<file path="src/rtl/tbhvc_pkg.sv">
package tbhvc_pkg;

    // Drive fixed point format
    localparam int unsigned DRIVE_FRAC_BITS = 16;
    localparam int unsigned DRIVE_W = DRIVE_FRAC_BITS + 1;
    localparam logic [DRIVE_W-1:0] DRIVE_ONE = {1'b1, {DRIVE_FRAC_BITS{1'b0}}};
    localparam int unsigned GAIN_SHIFT = 28 - DRIVE_FRAC_BITS;
    localparam int unsigned DRV_UP = (DRIVE_FRAC_BITS >= 16) ? DRIVE_FRAC_BITS - 16 : 0;
    localparam int unsigned DRV_DN = (DRIVE_FRAC_BITS < 16) ? 16 - DRIVE_FRAC_BITS : 0;
    localparam logic [16:0] Q16_ONE = 17'd65536;

    // Velocity measurement widths
    localparam int unsigned VEL_W = 24;
    localparam logic [VEL_W-1:0] VEL_MAX = {1'b0, {(VEL_W-1){1'b1}}};
    localparam logic [VEL_W-1:0] VEL_MIN = {1'b1, {(VEL_W-1){1'b0}}};
    localparam int unsigned SCALE_W = 20;
    localparam logic [SCALE_W-1:0] RPM_SCALE = 20'd960000;   // 60000 * 16
    localparam int unsigned NUM_W = 32 + SCALE_W;
    localparam int unsigned DEN_W = 32 + 16;
    localparam int unsigned QUO_W = VEL_W;
    localparam int unsigned DSH_W = DEN_W + QUO_W - 1;
    localparam int unsigned CNT_W = $clog2(QUO_W);

    // Control loop widths
    localparam int unsigned ERR_W = VEL_W + 1;
    localparam int unsigned PROD_W = 2 * ERR_W;
    localparam int unsigned SUM_W = PROD_W + 1;

    // Configuration register indexes
    localparam int unsigned CFG_IDX_W = 1;
    localparam logic [CFG_IDX_W-1:0] CFG_TICKS_PER_REV = 1'b0;
    localparam logic [CFG_IDX_W-1:0] CFG_LOOP_GAIN = 1'b1;
    localparam int unsigned CFG_DATA_W = 24;

    // Item commands
    localparam logic CMD_TICK = 1'b0;
    localparam logic CMD_SET = 1'b1;

    typedef enum logic [1:0] {
        SIGN_ZERO = 2'd0,
        SIGN_POS  = 2'd1,
        SIGN_NEG  = 2'd2
    } t_sign;

    typedef struct packed {
        logic               cmd;
        logic signed [31:0] encoder_count;
        logic [31:0]        time_ms;
        logic signed [15:0] target_rpm;
        logic [16:0]        open_loop_drive;
    } t_in_item;

    typedef struct packed {
        logic [6:0]              motor_power;
        logic signed [VEL_W-1:0] velocity_rpm_x16;
        logic [16:0]             drive_fraction;
    } t_out_item;

    // Controller to datapath commands
    typedef struct packed {
        logic capture;
        logic meas;
        logic mul_num;
        logic mul_den;
        logic div_init;
        logic div_step;
        logic sat;
        logic err_mul;
        logic update;
        logic set_load;
        logic set_sign;
        logic load_out;
    } t_dp_cmd;

    // Datapath to controller status
    typedef struct packed {
        logic skip;
        logic div_done;
    } t_dp_sts;

    // Q1.16 prediction (saturated to 1.0) into the drive format
    function automatic logic [DRIVE_W-1:0] to_drive(input logic [16:0] p);
        logic [16:0]         ps;
        logic [DRIVE_W+16:0] w;
        ps = (p > Q16_ONE) ? Q16_ONE : p;
        w = {{DRIVE_W{1'b0}}, ps};
        w = w << DRV_UP;
        w = w >> DRV_DN;
        return w[DRIVE_W-1:0];
    endfunction

    // Drive format into Q1.16
    function automatic logic [16:0] from_drive(input logic [DRIVE_W-1:0] d);
        logic [DRIVE_W+16:0] w;
        w = {17'd0, d};
        w = w << DRV_DN;
        w = w >> DRV_UP;
        return w[16:0];
    endfunction

endpackage

</file>
<file path="src/rtl/tbhvc_ctrl.sv">
module tbhvc_ctrl
    import tbhvc_pkg::*;
(
    input  logic    i_clk,
    input  logic    i_rst_n,
    input  logic    i_valid,
    input  logic    i_cmd,
    output logic    o_ready,
    output logic    o_valid,
    input  logic    i_ready,
    output t_dp_cmd o_dp_cmd,
    input  t_dp_sts i_dp_sts
);

    typedef enum logic [11:0] {
        S_IDLE = 12'b0000_0000_0001,
        S_MEAS = 12'b0000_0000_0010,
        S_MULN = 12'b0000_0000_0100,
        S_MULD = 12'b0000_0000_1000,
        S_OVF  = 12'b0000_0001_0000,
        S_DIV  = 12'b0000_0010_0000,
        S_SAT  = 12'b0000_0100_0000,
        S_ERRM = 12'b0000_1000_0000,
        S_UPD  = 12'b0001_0000_0000,
        S_SETL = 12'b0010_0000_0000,
        S_SETS = 12'b0100_0000_0000,
        S_DONE = 12'b1000_0000_0000
    } t_state;

    t_state r_state, n_state;
    logic   r_out_valid, n_out_valid;

    // Sequence one item through the datapath
    always_comb begin
        n_state = r_state;
        o_dp_cmd = '0;
        case (r_state)
            S_IDLE: begin
                if (i_valid) begin
                    o_dp_cmd.capture = 1'b1;
                    n_state = (i_cmd == CMD_SET) ? S_SETL : S_MEAS;
                end
            end
            S_MEAS: begin
                o_dp_cmd.meas = 1'b1;
                n_state = S_MULN;
            end
            S_MULN: begin
                o_dp_cmd.mul_num = 1'b1;
                n_state = S_MULD;
            end
            S_MULD: begin
                o_dp_cmd.mul_den = 1'b1;
                n_state = i_dp_sts.skip ? S_ERRM : S_OVF;
            end
            S_OVF: begin
                o_dp_cmd.div_init = 1'b1;
                n_state = S_DIV;
            end
            S_DIV: begin
                o_dp_cmd.div_step = 1'b1;
                if (i_dp_sts.div_done) begin
                    n_state = S_SAT;
                end
            end
            S_SAT: begin
                o_dp_cmd.sat = 1'b1;
                n_state = S_ERRM;
            end
            S_ERRM: begin
                o_dp_cmd.err_mul = 1'b1;
                n_state = S_UPD;
            end
            S_UPD: begin
                o_dp_cmd.update = 1'b1;
                n_state = S_DONE;
            end
            S_SETL: begin
                o_dp_cmd.set_load = 1'b1;
                n_state = S_SETS;
            end
            S_SETS: begin
                o_dp_cmd.set_sign = 1'b1;
                n_state = S_DONE;
            end
            S_DONE: begin
                // Wait for the output register to free up
                if (!r_out_valid || i_ready) begin
                    o_dp_cmd.load_out = 1'b1;
                    n_state = S_IDLE;
                end
            end
            default: begin
                n_state = S_IDLE;
            end
        endcase
    end

    // Hold the result word until taken
    always_comb begin
        n_out_valid = o_dp_cmd.load_out | (r_out_valid & ~i_ready);
    end

    always_ff @(posedge i_clk) begin
        if (!i_rst_n) begin
            r_state <= S_IDLE;
            r_out_valid <= 1'b0;
        end else begin
            r_state <= n_state;
            r_out_valid <= n_out_valid;
        end
    end

    assign o_ready = (r_state == S_IDLE);
    assign o_valid = r_out_valid;

endmodule

</file>
<file path="config.mk">
export PLATFORM = sky130hd
export DESIGN_NAME = tbhvc_ctrl
export DESIGN_NICKNAME = d
export VERILOG_FILES = /design/src/rtl/tbhvc_pkg.sv /design/src/rtl/tbhvc_ctrl.sv
export SDC_FILE = /design/constraint.sdc
export NUM_CORES = 1
export LEC_CHECK = 0
export ABC_AREA = 1
export BUFFER_PORTS_ARGS = -buffer_cell sky130_fd_sc_hd__buf_2
export CORE_MARGIN = 2
export CORE_UTILIZATION = 35
export DETAILED_ROUTE_END_ITERATION = 6
export MAX_ROUTING_LAYER = met4
export PLACE_DENSITY = 0.61
export SYNTH_ARGS = -nofsm -noshare
export SYNTH_HDL_FRONTEND = slang
export SYNTH_SLANG_ARGS = --single-unit
export TNS_END_PERCENT = 30
</file>
<file path="constraint.sdc">
create_clock -name i_clk -period 2.2 [get_ports i_clk]
set_input_delay 0.22 -clock i_clk [delete_from_list [all_inputs] [get_ports i_clk]]
set_output_delay 0.22 -clock i_clk [all_outputs]
set_load 0.05 [all_outputs]
</file>
==> metrics.yaml, run 1 <==
grt_pass1_vias: 661
die_x_um: 51.4
rsz0062_at_grt: "no"
area_growth_pct: 20.5
cts_max_level: 1
max_cap_violations: 0
synth_seq_cells: 13
busiest_layer: "met2"
worstSkewPairLatency_ps: 280
cts_tree: "yes"
required_ps: 1980
worstReg2RegStart: "r_state[9]$_SDFFE_PN0P_"
post_cts_resized: 0
numCtsBuffers: 3
p_leak_nw: 0.559
layout.cells.non_filler: 173
fmax_ghz: 0.575
power_mw: 0.656
critPathLaunch: "r_state[6]$_SDFFE_PN0P_"
worstSetupStartpointType: "register"
drc: 0
core_area_um2: 2170
cts_root_buffer: "clkbuf_4"
holdWs_ps: 108
netlist_area_um2: 786
die-area_um2: 2640
die_h_um: 51.4
cts_hold_buf: 0
status: "finished, final reports clean"
synthCells: 121
r2r_slack_ps: 810
drt_iter0_markers: 4
synth_top_area_share_pct: 33.1
slew_violations: 0
synth-async-reset-ratio_pct: 0
fin_nets: 153
fin_area_um2: 947
clock_sinks: 13
arrival_ps: 1520
synth.most_common_cell: "inv_1"
place_hpwl_um: 1330
path_class: "reg -> out"
ys_types: 16
avgRoutedWirePerCell_um: 9.46
met3_usage_pct: 4.39
clk_pin_slew_ps: 80
antenna_cells: 0
top_level_ports: 21
synth.avg_cell_area_um2: 6.49
met1_usage_pct: 18.2
wl_um: 1640
min_period_ps: 1740
drtPass1Iterations: 6
synthesis.nets: 128
drive_gt1_share_pct: 26.2
antenna_found_initial: 0
yosysTopAreaCell: "dfxtp_1"
grt_max_degree: 8
cp_max_fo: 5
tightest_slew_ps: 294
fillers: 245
synth_area_leaders: "dfxtp_1 (33%), inv_1 (14%), nand2_1 (11%), nor2_4 (8.6%), nor2_1 (7.6%)"
dp_slack_ps: 771
dp_cells: 169
relSlewSlack_pct: 80.3
ys_top_cells_by_count: "inv_1 (30), nand2_1 (22), nor2_1 (16)"
post-route-util_pct: 43.7
placed_area_um2: 921
fin_crit_sh_pct: 79.0
post_cts_buffers: 0
worst_slack_ps: 461
ctsLongestPathBuffers: 2
portBuffers: 20
setup_viol: 0
drt-vias-per-instance: 4.28
vias: 741
hold_viol_final: 0
power_per_cell_area_nw_per_um2: 692
synth-edff-count: 0
rows: 17
ir_worst_vdd_v: 0.000459
skew_ps: 6.45
yosysSeqAreaShare_pct: 33.1
grt_util_met2_pct: 22.9
gp_routability_congestion: 0.821
end_kind: "primary output"
antenna_left: 0
hold_class: "in -> reg"
grt_pass1_wl_um: 2840
setup_tns_ps: 0
synth_warnings: 0
grt_overflow: 0
hold_start: "i_dp_sts[1]"
start_util_pct: 36.2
synth_flop_cell: "dfxtp_1"
track_usage_pct: 14.4
-- power breakdown --
part	leakage, nW	total, mW	switching [mW]	internal, mW
registers	0.105	0.257	0.0108	0.247
logic	0.439	0.246	0.173	0.0732
clock network	0.0150	0.152	0.0817	0.0704
total	0.559	0.656	0.266	0.390
-- layout by cell type, fill, tap and decap left out, drive strengths merged --
master / n
a21oi: 3
buf: 20
clkbuf: 4
dfxtp: 13
inv: 30
nand2: 27
nand3: 8
nand3b: 1
nor2: 24
nor3: 11
nor4: 1
o21ai: 3
-- path summary, 6_finish.rpt --
check / end / depth (start not counted)
worst max register to register: r_state[3]$_SDFFE_PN0P_ / 9
worst min register to register: o_valid$_SDFF_PN0_ / 2
worst max-delay path: o_dp_cmd[11] / 6
worst min-delay path: r_state[4]$_SDFFE_PN0P_ / 2
-- worst max-delay path: stages, from the launching register on --
cell and delay, ps:
dfxtp_1 360, nor2_4 150, nand2_4 80, nor2_4 150, nand2_4 80, nor2_1 130, buf_2 280
-- layout make-up --
| type | count | area, um^2 | area share (%) |
|---|---|---|---|
| timing repair buffer | 20 | 100 | 10.6 |
| multi-input combinational | 78 | 413 | 43.6 |
| inverter | 30 | 113 | 11.9 |
| clock buffer | 4 | 26.3 | 2.77 |
| sequential | 13 | 260 | 27.5 |
| tap | 28 | 35.0 | 3.70 |
-- logic make-up (layout without fill, tap and decap cells) --
| family | after synthesis | in the layout | share of synthesized area [%] |
|---|---|---|---|
| buf+inv | 30 | 54 | 14.3 |
| compound gates | 6 | 6 | 3.82 |
| flops | 13 | 13 | 33.1 |
| simple gates | 72 | 72 | 48.7 |
-- flip-flops by register name (all words and copies together), names as in the netlist --
signal   flops
r_state     12
o_valid      1
-- routing by layer --
| layer | part of all wire [%] | routed length [um] |
|---|---|---|
| met5 | 0 | 0 |
| met4 | 0.73 | 12 |
| met3 | 5.4 | 88 |
| met2 | 47 | 770 |
| met1 | 47 | 765 |
Note: power is estimated with default switching activity, not from simulation.
==> inputs of run 2 (changes only) <==
Clock period 2.2 ns to 1.8 ns, I/O delays scaled along.
==> metrics.yaml, run 2 (same netlist as run 1, synthesis figures left out) <==
status: "finished, final reports clean"
drt_iter0_markers: 4
path_delay_family: "simple AND/OR/NAND/NOR gates"
hold_class: "in -> reg"
power_mw: 0.806
portBuffers: 20
largest-register: "r_state"
drive_gt1_share_pct: 26.9
cts_root_buffer: "clkbuf_4"
fmax_ghz: 0.592
clk_pin_slew_ps: 80
power_per_cell_area_nw_per_um2: 838
grt_max_degree: 8
die_h_um: 51.4
die-area_um2: 2640
layout.cells.non_filler: 173
core_area_um2: 2170
drc: 0
cts_hold_buf: 0
drtPass1Iterations: 6
ctsLongestPathBuffers: 2
antenna_cells: 0
place_hpwl_um: 1330
cp_max_fo: 5
setup_viol: 0
worstSetupStartpointType: "register"
worstSkewPairLatency_ps: 280
rows: 17
top_level_ports: 21
final_cell_mix: "inv_1 (30), nand2_1 (22), nor2_1 (16), buf_2 (16), dfxtp_1 (13)"
hold_viol_final: 0
cpPeakStageDelay_ps: 360
die_x_um: 51.4
cts_tree: "yes"
slowest_stage: "dfxtp_1"
start_util_pct: 36.2
path_buf_inv: 2
holdWs_ps: 67.7
end_kind: "primary output"
intPower_mw: 0.480
gp_routability_congestion: 0.821
clock_sinks: 13
setup_tns_ps: 0
antenna_left: 0
slew_violations: 0
cts_max_level: 1
required_ps: 1620
track_usage_pct: 14.4
skew_ps: 6.48
antenna_found_initial: 0
grt_overflow: 0
pwr-share-comb_pct: 37.9
clkPwrFrac_pct: 23.1
vias: 746
post_cts_buffers: 0
min_period_ps: 1690
drt-vias-per-instance: 4.31
switching_share_pct: 40.4
fin_crit_sh_pct: 93.8
relSlewSlack_pct: 80.3
max_cap_violations: 0
dp_cells: 169
pwr-share-seq_pct: 39.0
grt_pass1_vias: 661
grt_pass1_wl_um: 2840
final_common_cell: "inv_1"
arrival_ps: 1510
p_leak_nw: 0.558
wl_um: 1640
area_growth_pct: 22.5
numCtsBuffers: 3
ir_worst_vdd_v: 0.000561
tightest_slew_ps: 294
fin_nets: 153
netSwitchingPower_mw: 0.326
path_class: "reg -> out"
avgRoutedWirePerCell_um: 9.48
largest_reg_flops: 12
cp_cell_sequence: "nor2_4 -> nand2_4 -> nor2_4 -> inv_1 -> nor3_1 -> clkbuf_4"
crit_top_cell: "nor2_4"
==> run 2: path summary, 6_finish.rpt <==
path                            slack [ps]               startpoint  depth (start not counted)                 endpoint
worst max-delay path                   110  r_state[6]$_SDFFE_PN0P_                          6              o_dp_cmd[1]
worst min register to register         510       o_valid$_SDFF_PN0_                          2       o_valid$_SDFF_PN0_
worst max register to register         400  r_state[9]$_SDFFE_PN0P_                          9  r_state[3]$_SDFFE_PN0P_
worst min-delay path                    70              i_dp_sts[1]                          2  r_state[4]$_SDFFE_PN0P_
==> run 2: power groups by stage <==
| stage | clock, mW | sequential [mW] | combinational (mW) |
|---|---|---|---|
| 2_1_floorplan | 0 | 0.318 | 0.249 |
| 3_3_place_gp | 0 | 0.322 | 0.302 |
| 3_5_place_dp | 0 | 0.321 | 0.304 |
| 4_1_cts | 0.188 | 0.314 | 0.305 |
| 5_1_grt | 0.199 | 0.318 | 0.335 |
| 6_report | 0.186 | 0.315 | 0.305 |
==> run 2: per-layer routing <==
metal | vias up | share of wire (%) | global-route usage (%)
li1 | 410 | - | -
met1 | 317 | 47 | 18.2
met2 | 17 | 47 | 22.9
met3 | 2 | 5.3 | 4.39
met4 | 0 | 0.73 | 2.63
met5 | - | 0 | -
==> run 2: worst reg2reg max path: cells and delay by family (launching register included) <==
family | cells | cell delay (ps)
buffers and inverters | 1 | 90
DFF | 1 | 320
and+or+nand+nor | 8 | 930
==> run 2: stage by stage <==
stage                     utilization, %  worst slack, ps  cell area [um^2]
after floorplan                        -             -156               786
after global placement              42.4              403               921
after detailed placement            42.4              411               921
after CTS                           43.7             91.0               947
after global routing                44.3            -15.4               962
final                               44.3              111               962
==> run 2: what timing repair did <==
action                                  in CTS  in global routing
endpoints found under the setup margin       0                  4
hold endpoints to repair                     0                  0
gates resized for setup                      0                  7
==> run 2: area by class of cell <==
cell class | instances | area, um^2
clock buffer | 4 | 26.3
fill | 240 | 1210
inverter | 30 | 113
multi-input combinational | 78 | 418
sequential | 13 | 260
tap | 28 | 35.0
timing repair buffer | 20 | 110
